==> config.mk <==
export PLATFORM = sky130hd
export DESIGN_NAME = bpt_div
export DESIGN_NICKNAME = d
export VERILOG_FILES = /design/src/rtl/bpt_pkg.sv /design/src/rtl/bpt_div.sv
export SDC_FILE = /design/constraint.sdc
export NUM_CORES = 2
export LEC_CHECK = 0
export BUFFER_PORTS_ARGS = -buffer_cell sky130_fd_sc_hd__buf_2
export CELL_PAD_IN_SITES_DETAIL_PLACEMENT = 1
export CELL_PAD_IN_SITES_GLOBAL_PLACEMENT = 2
export CORE_MARGIN = 3
export CORE_UTILIZATION = 43
export CTS_CLUSTER_SIZE = 14
export DETAILED_ROUTE_END_ITERATION = 8
export GPL_TIMING_DRIVEN = 1
export PLACE_DENSITY = 0.81
export SYNTH_ARGS = -nofsm -noshare
export SYNTH_HDL_FRONTEND = slang
export SYNTH_SLANG_ARGS = --single-unit
==> constraint.sdc <==
create_clock -name clk_i -period 14.3 [get_ports clk_i]
set_input_delay 1.43 -clock clk_i [delete_from_list [all_inputs] [get_ports clk_i]]
set_output_delay 1.43 -clock clk_i [all_outputs]
set_load 0.02 [all_outputs]
==> src/rtl/bpt_pkg.sv <==
// ----------------------------------------------------------------------------
// bpt_pkg: shared definitions for the barycentric point-in-triangle block
// Register index codes of the configuration port and the flag bundle that
// travels beside the weights through the division pipeline.
// ----------------------------------------------------------------------------
package bpt_pkg;

  localparam int CFG_IDX_W = 3;

  localparam logic [CFG_IDX_W-1:0] REG_A_X = 3'd0;
  localparam logic [CFG_IDX_W-1:0] REG_A_Y = 3'd1;
  localparam logic [CFG_IDX_W-1:0] REG_B_X = 3'd2;
  localparam logic [CFG_IDX_W-1:0] REG_B_Y = 3'd3;
  localparam logic [CFG_IDX_W-1:0] REG_C_X = 3'd4;
  localparam logic [CFG_IDX_W-1:0] REG_C_Y = 3'd5;

  // Per-point status that rides along with the partial quotients.
  typedef struct packed {
    logic in_tri;
    logic degen;
    logic neg_a;
    logic sat_a;
    logic neg_b;
    logic sat_b;
  } bpt_flags_t;

endpackage

==> src/rtl/bpt_div.sv <==
// ----------------------------------------------------------------------------
// bpt_div: pipelined restoring divider for two fractions
// One quotient bit per stage for both weights; each stage holds its beat
// until the next stage can take it.
// ----------------------------------------------------------------------------
module bpt_div #(
  parameter int NW = 36,
  parameter int F  = 16
) (
  input  logic                clk_i,
  input  logic                rst_ni,
  input  logic                in_valid_i,
  output logic                in_ready_o,
  input  logic [NW-1:0]       in_ra_i,
  input  logic [NW-1:0]       in_rb_i,
  input  logic                in_qa_i,
  input  logic                in_qb_i,
  input  bpt_pkg::bpt_flags_t in_flags_i,
  input  logic [NW-1:0]       dm_i,
  output logic                out_valid_o,
  input  logic                out_ready_i,
  output logic [F:0]          out_qa_o,
  output logic [F:0]          out_qb_o,
  output bpt_pkg::bpt_flags_t out_flags_o
);

  // Returns the quotient bit on top and the new remainder below it.
  function automatic logic [NW:0] div_step(input logic [NW-1:0] r,
                                           input logic [NW-1:0] dm);
    logic [NW:0] t;
    logic [NW:0] diff;
    t    = {r, 1'b0};
    diff = t - {1'b0, dm};
    if (t >= {1'b0, dm}) begin
      return {1'b1, diff[NW-1:0]};
    end else begin
      return {1'b0, t[NW-1:0]};
    end
  endfunction

  logic                v_s     [F+1];
  logic [NW-1:0]       ra_s    [F+1];
  logic [NW-1:0]       rb_s    [F+1];
  logic [F:0]          qa_s    [F+1];
  logic [F:0]          qb_s    [F+1];
  bpt_pkg::bpt_flags_t flags_s [F+1];
  logic                rdy     [F+1];

  assign v_s[0]     = in_valid_i;
  assign ra_s[0]    = in_ra_i;
  assign rb_s[0]    = in_rb_i;
  assign qa_s[0]    = {{F{1'b0}}, in_qa_i};
  assign qb_s[0]    = {{F{1'b0}}, in_qb_i};
  assign flags_s[0] = in_flags_i;
  assign rdy[F]     = out_ready_i;
  assign in_ready_o = rdy[0];

  for (genvar k = 0; k < F; k++) begin : g_stage
    logic                v_q;
    logic [NW-1:0]       ra_q;
    logic [NW-1:0]       rb_q;
    logic [F:0]          qa_q;
    logic [F:0]          qb_q;
    bpt_pkg::bpt_flags_t flags_q;
    logic [NW:0]         step_a;
    logic [NW:0]         step_b;

    assign step_a = div_step(ra_s[k], dm_i);
    assign step_b = div_step(rb_s[k], dm_i);
    assign rdy[k] = !v_q || rdy[k+1];

    always_ff @(posedge clk_i or negedge rst_ni) begin
      if (!rst_ni) begin
        v_q <= 1'b0;
      end else if (rdy[k]) begin
        v_q <= v_s[k];
      end
    end

    always_ff @(posedge clk_i) begin
      if (rdy[k]) begin
        ra_q    <= step_a[NW-1:0];
        rb_q    <= step_b[NW-1:0];
        qa_q    <= {qa_s[k][F-1:0], step_a[NW]};
        qb_q    <= {qb_s[k][F-1:0], step_b[NW]};
        flags_q <= flags_s[k];
      end
    end

    assign v_s[k+1]     = v_q;
    assign ra_s[k+1]    = ra_q;
    assign rb_s[k+1]    = rb_q;
    assign qa_s[k+1]    = qa_q;
    assign qb_s[k+1]    = qb_q;
    assign flags_s[k+1] = flags_q;
  end

  assign out_valid_o = v_s[F];
  assign out_qa_o    = qa_s[F];
  assign out_qb_o    = qb_s[F];
  assign out_flags_o = flags_s[F];

endmodule
==> impl_results.md <==
- Async S/R FF share, synth: 1.070%
- Final setup viols: 0
- Clk_skew: 0.05159 ns
- Htree depth: 4
- Worst Setup EP: in_ready_o
- Int Power: about 18 mW
- PwrDens: 262.3 nW/um2
- Die X: slightly above 500 um
- Starting Density: 43.36%
- Synthesized flop and latch total: 1496
- Clock tree buffer depth: 3
- Largest fanout on the critical path: 46
- Fin. Hold Viols: 0
- Reg-to-Reg Start: out_valid_o$_DFFE_PN0P_
- Status: completed
- WL/cell: 23.94 um
- Post-CTS Resized: 0
- Crit Path Class: input port to output pin
- Setup bufs post-CTS: 0
- RR Endpoint: g_stage[0].ra_q[35]$_DFFE_PP_
- R2R depth: 11
- Startpoint Class: input port
- Combinational Power Share: 56.1%
- Die Area: 268800 um2
- Total number of vias: 90.70k
- Overall routing resource usage: between 20% and 30%
- Main synth FF type: edfxtp_1
- Clk pwr share: 14.6%
- Die H: 518.4 um
- # nets final: 13.00k
- Initial DRC Count: 5745
- DRT Wirelength: 367400 um
- Cells after synthesis: about 12k
- Fraction of layout cells with a size suffix above 1: 8.229%
- Core area: 260400 um2
- Synth cell types: 96
- Seq/Total Area, Yosys: between 30 and 40%
- Min Tclk post-route: 7.573 ns
- Flop2flop setup slack: between 8 and 9 ns
- Crit. Startpoint: out_ready_i
- Tot Pwr: 32.43 mW
- CTS Hold Bufs: 0
- Post-Synthesis Cell Area: 112900 um2
- Input/output buffers: 161
- Clk_lat worst skew: 0.86 ns
- DRC violation count after routing: 0
- Post-DRT Antenna Nets: 0
- Routability cong.: 0.9167
- Largest net degree at the start of global routing: 79
- Max Cap Viol: 0
- Synth Net Count: around 13k
- Sequential share of power: 29.3%
- Drt pass-1 iters: 8
- Fmax: around 130 MHz
- Area of the multi-input gates: 65480 um2
- Hold Path Origin: g_stage[2].qb_q[0]$_DFFE_PP_
- Final Max Tran Viols: 0
- Max_slew headroom: 14.08%
- Vias/cell: just under 6
- Worst Setup End Kind: output pin
- CTS root buf: clkbuf_16
- TritonCTS clock tree: done
- Vias in the first global route: roughly 94k
- Setup TNS: 0 ns
- DP HPWL: 280300 um
- Layout area overhead: 9.511%
- GRT Residual Overflow: 0
- EDFF count, synth: roughly 1.5k
- Reg area: 44840 um2
- IO Pins: 162
- Period utilisation layout: 52.96%
- Clock Pin Slew Worst Setup and Hold Paths: 0.06 ns
- Switching power of the nets: 14.13 mW
- Global-route wire length before repair: about 560000 um
- Leakage: 50.06 nW
- CTS buffer count: 182
- Sw frac: between 40% and 50%
- VDD IR max: between 100 and 150 uV
- Initial antenna violation count: 4
- Clock Sinks: 1496
- Worst slew pin tran: 1.256 ns
- Worst EP required: approximately 13 ns
- WP data arrival: 6.14 ns
- Fillers: 29.15k
- WHS: 0.4014 ns
- Syn. warnings: 0
- Hold Path Class: register to register
- Synth Area per Inst: 9.711 um2
- Setup repair after global routing missed its margin: false
- # rows: roughly 190
## worst max-delay path, stage by stage
cell and delay, ns:
buf_2 0.17, nor2b_1 0.49, nand2_4 0.42, nor2_1 0.43, and2_1 0.33, and3_1 0.35
and3_1 0.39, nand3_4 0.59, nor2_1 0.71, nand4_1 0.22, buf_4 0.32, buf_2 0.22
## per-layer routing
layer | part of all wire [%] | vias up | track usage [%]
met4 | 4.7 | 0 | 10.89
li1 | - | 43830 | -
met2 | 48 | 1643 | 46.18
met1 | 43 | 44620 | 33.39
met3 | 3.3 | 606 | 2.637
met5 | 0 | - | 0
## cells by family (layout without fill, tap and decap cells)
| family | count (synthesis) | after routing | share of synthesized area (%) |
|---|---|---|---|
| simple gates | 3134 | 3134 | 13.14 |
| buf+inv | 702 | 923 | 2.512 |
| fa+ha+maj | 1180 | 1180 | 13.28 |
| other cells | 0 | 5 | 0 |
| compound gates | 3904 | 3904 | 21.31 |
| xor+xnor | 923 | 923 | 7.160 |
| flops | 1496 | 1496 | 39.72 |
| mux | 288 | 288 | 2.888 |
## layout make-up
cell class	count	share of cell area [%]
Clock inverter	112	1.072
Clock buffer	222	3.862
Inverter	335	1.058
Sequential cell	1496	36.27
Timing Repair Buffer	254	1.237
Tap cell	3496	3.538
Antenna cell	5	0.01012
Multi-Input combinational cell	9429	52.96
## worst min path at each step
stage                                     to  slack (ns)  depth (start not counted)
3_5_place_dp          out_qb_o[10]$_DFFE_PP_        0.41                          0
5_1_grt         g_stage[3].qb_q[1]$_DFFE_PP_        0.41                          0
2_1_floorplan          flags_s[10]$_DFFE_PP_        0.40                          0
3_3_place_gp   g_stage[12].qb_q[9]$_DFFE_PP_        0.40                          0
4_1_cts         g_stage[3].qb_q[1]$_DFFE_PP_        0.39                          0
6_report        g_stage[3].qb_q[1]$_DFFE_PP_        0.40                          0
## stage by stage
step	util, %	cells	setup WS (ns)	cell area, um2
final	47.48	15350	6.727	123600
after floorplan	-	11630	2.535	112900
after global routing	47.48	15350	6.404	123600
after detailed placement	45.13	15010	6.677	117500
after global placement	45.13	15010	6.834	117500
after CTS	47.48	15340	6.665	123600
## synth_stat cells, types with 23 or more instances
cell	number	area, um2
a31oi_1	128	800.8
nor4_1	48	300.3
a21oi_1	1442	7217
fa_1	30	600.6
o31a_1	30	262.8
xor2_1	385	3372
a211o_1	24	210.2
nor3_1	137	685.7
nand4_1	204	1276
nor2b_1	173	1082
and2_1	62	387.9
buf_2	79	395.4
nand3_1	197	986.0
edfxtp_1	1480	44440
a211oi_1	98	735.7
ha_1	1150	14390
a21o_1	595	4467
nand2b_1	185	1157
o21ai_0	810	4054
o211ai_1	55	412.9
a31o_2	25	219.0
o21a_1	155	1164
or3_1	48	300.3
or2_2	41	256.5
nor2_1	1056	3964
o31ai_1	80	600.6
nand2_1	773	2902
mux2_2	270	3040
xnor2_1	538	4712
clkbuf_1	256	960.9
a221oi_1	38	332.8
o21bai_1	135	1013
o21ai_1	23	115.1
inv_1	331	1242
and3_1	94	588.1
## power by group through the flow
stage / logic, mW / registers (mW) / clock network (mW)
floorplan: 13.8 / 8.79 / 0
global placement: 17.5 / 9.53 / 0
detailed placement: 17.9 / 9.57 / 0
CTS: 18.1 / 9.50 / 4.86
global route: 20.2 / 9.67 / 5.02
finish: 18.2 / 9.51 / 4.72
## layout by cell type, fill, tap and decap left out, types with 98 or more instances in the layout
master and instances:
nand4_1 204, mux2_2 270, nand3_1 193, buf_2 159, a21oi_1 1438, xnor2_1 538, nand2_1 768, inv_1 289
a21o_1 591, nand2b_1 185, o21a_1 154, ha_1 1150, nor3_1 137, nor2b_1 173, edfxtp_1 1480, a211oi_1 98
xor2_1 385, a31oi_1 128, o21ai_0 810, clkbuf_16 183, o21bai_1 133, nor2_1 1055
## registers in the layout, summed over array words and instances (netlist names)
name	cells
g_stage.rb_q	540
out_qb_o	17
g_stage.v_q	15
g_stage.ra_q	540
g_stage.qa_q	135
g_stage.qb_q	135
flags_s	90
out_valid_o	1
out_qa_o	17
out_flags_o	6
Note: power is estimated with default switching activity, not from simulation.
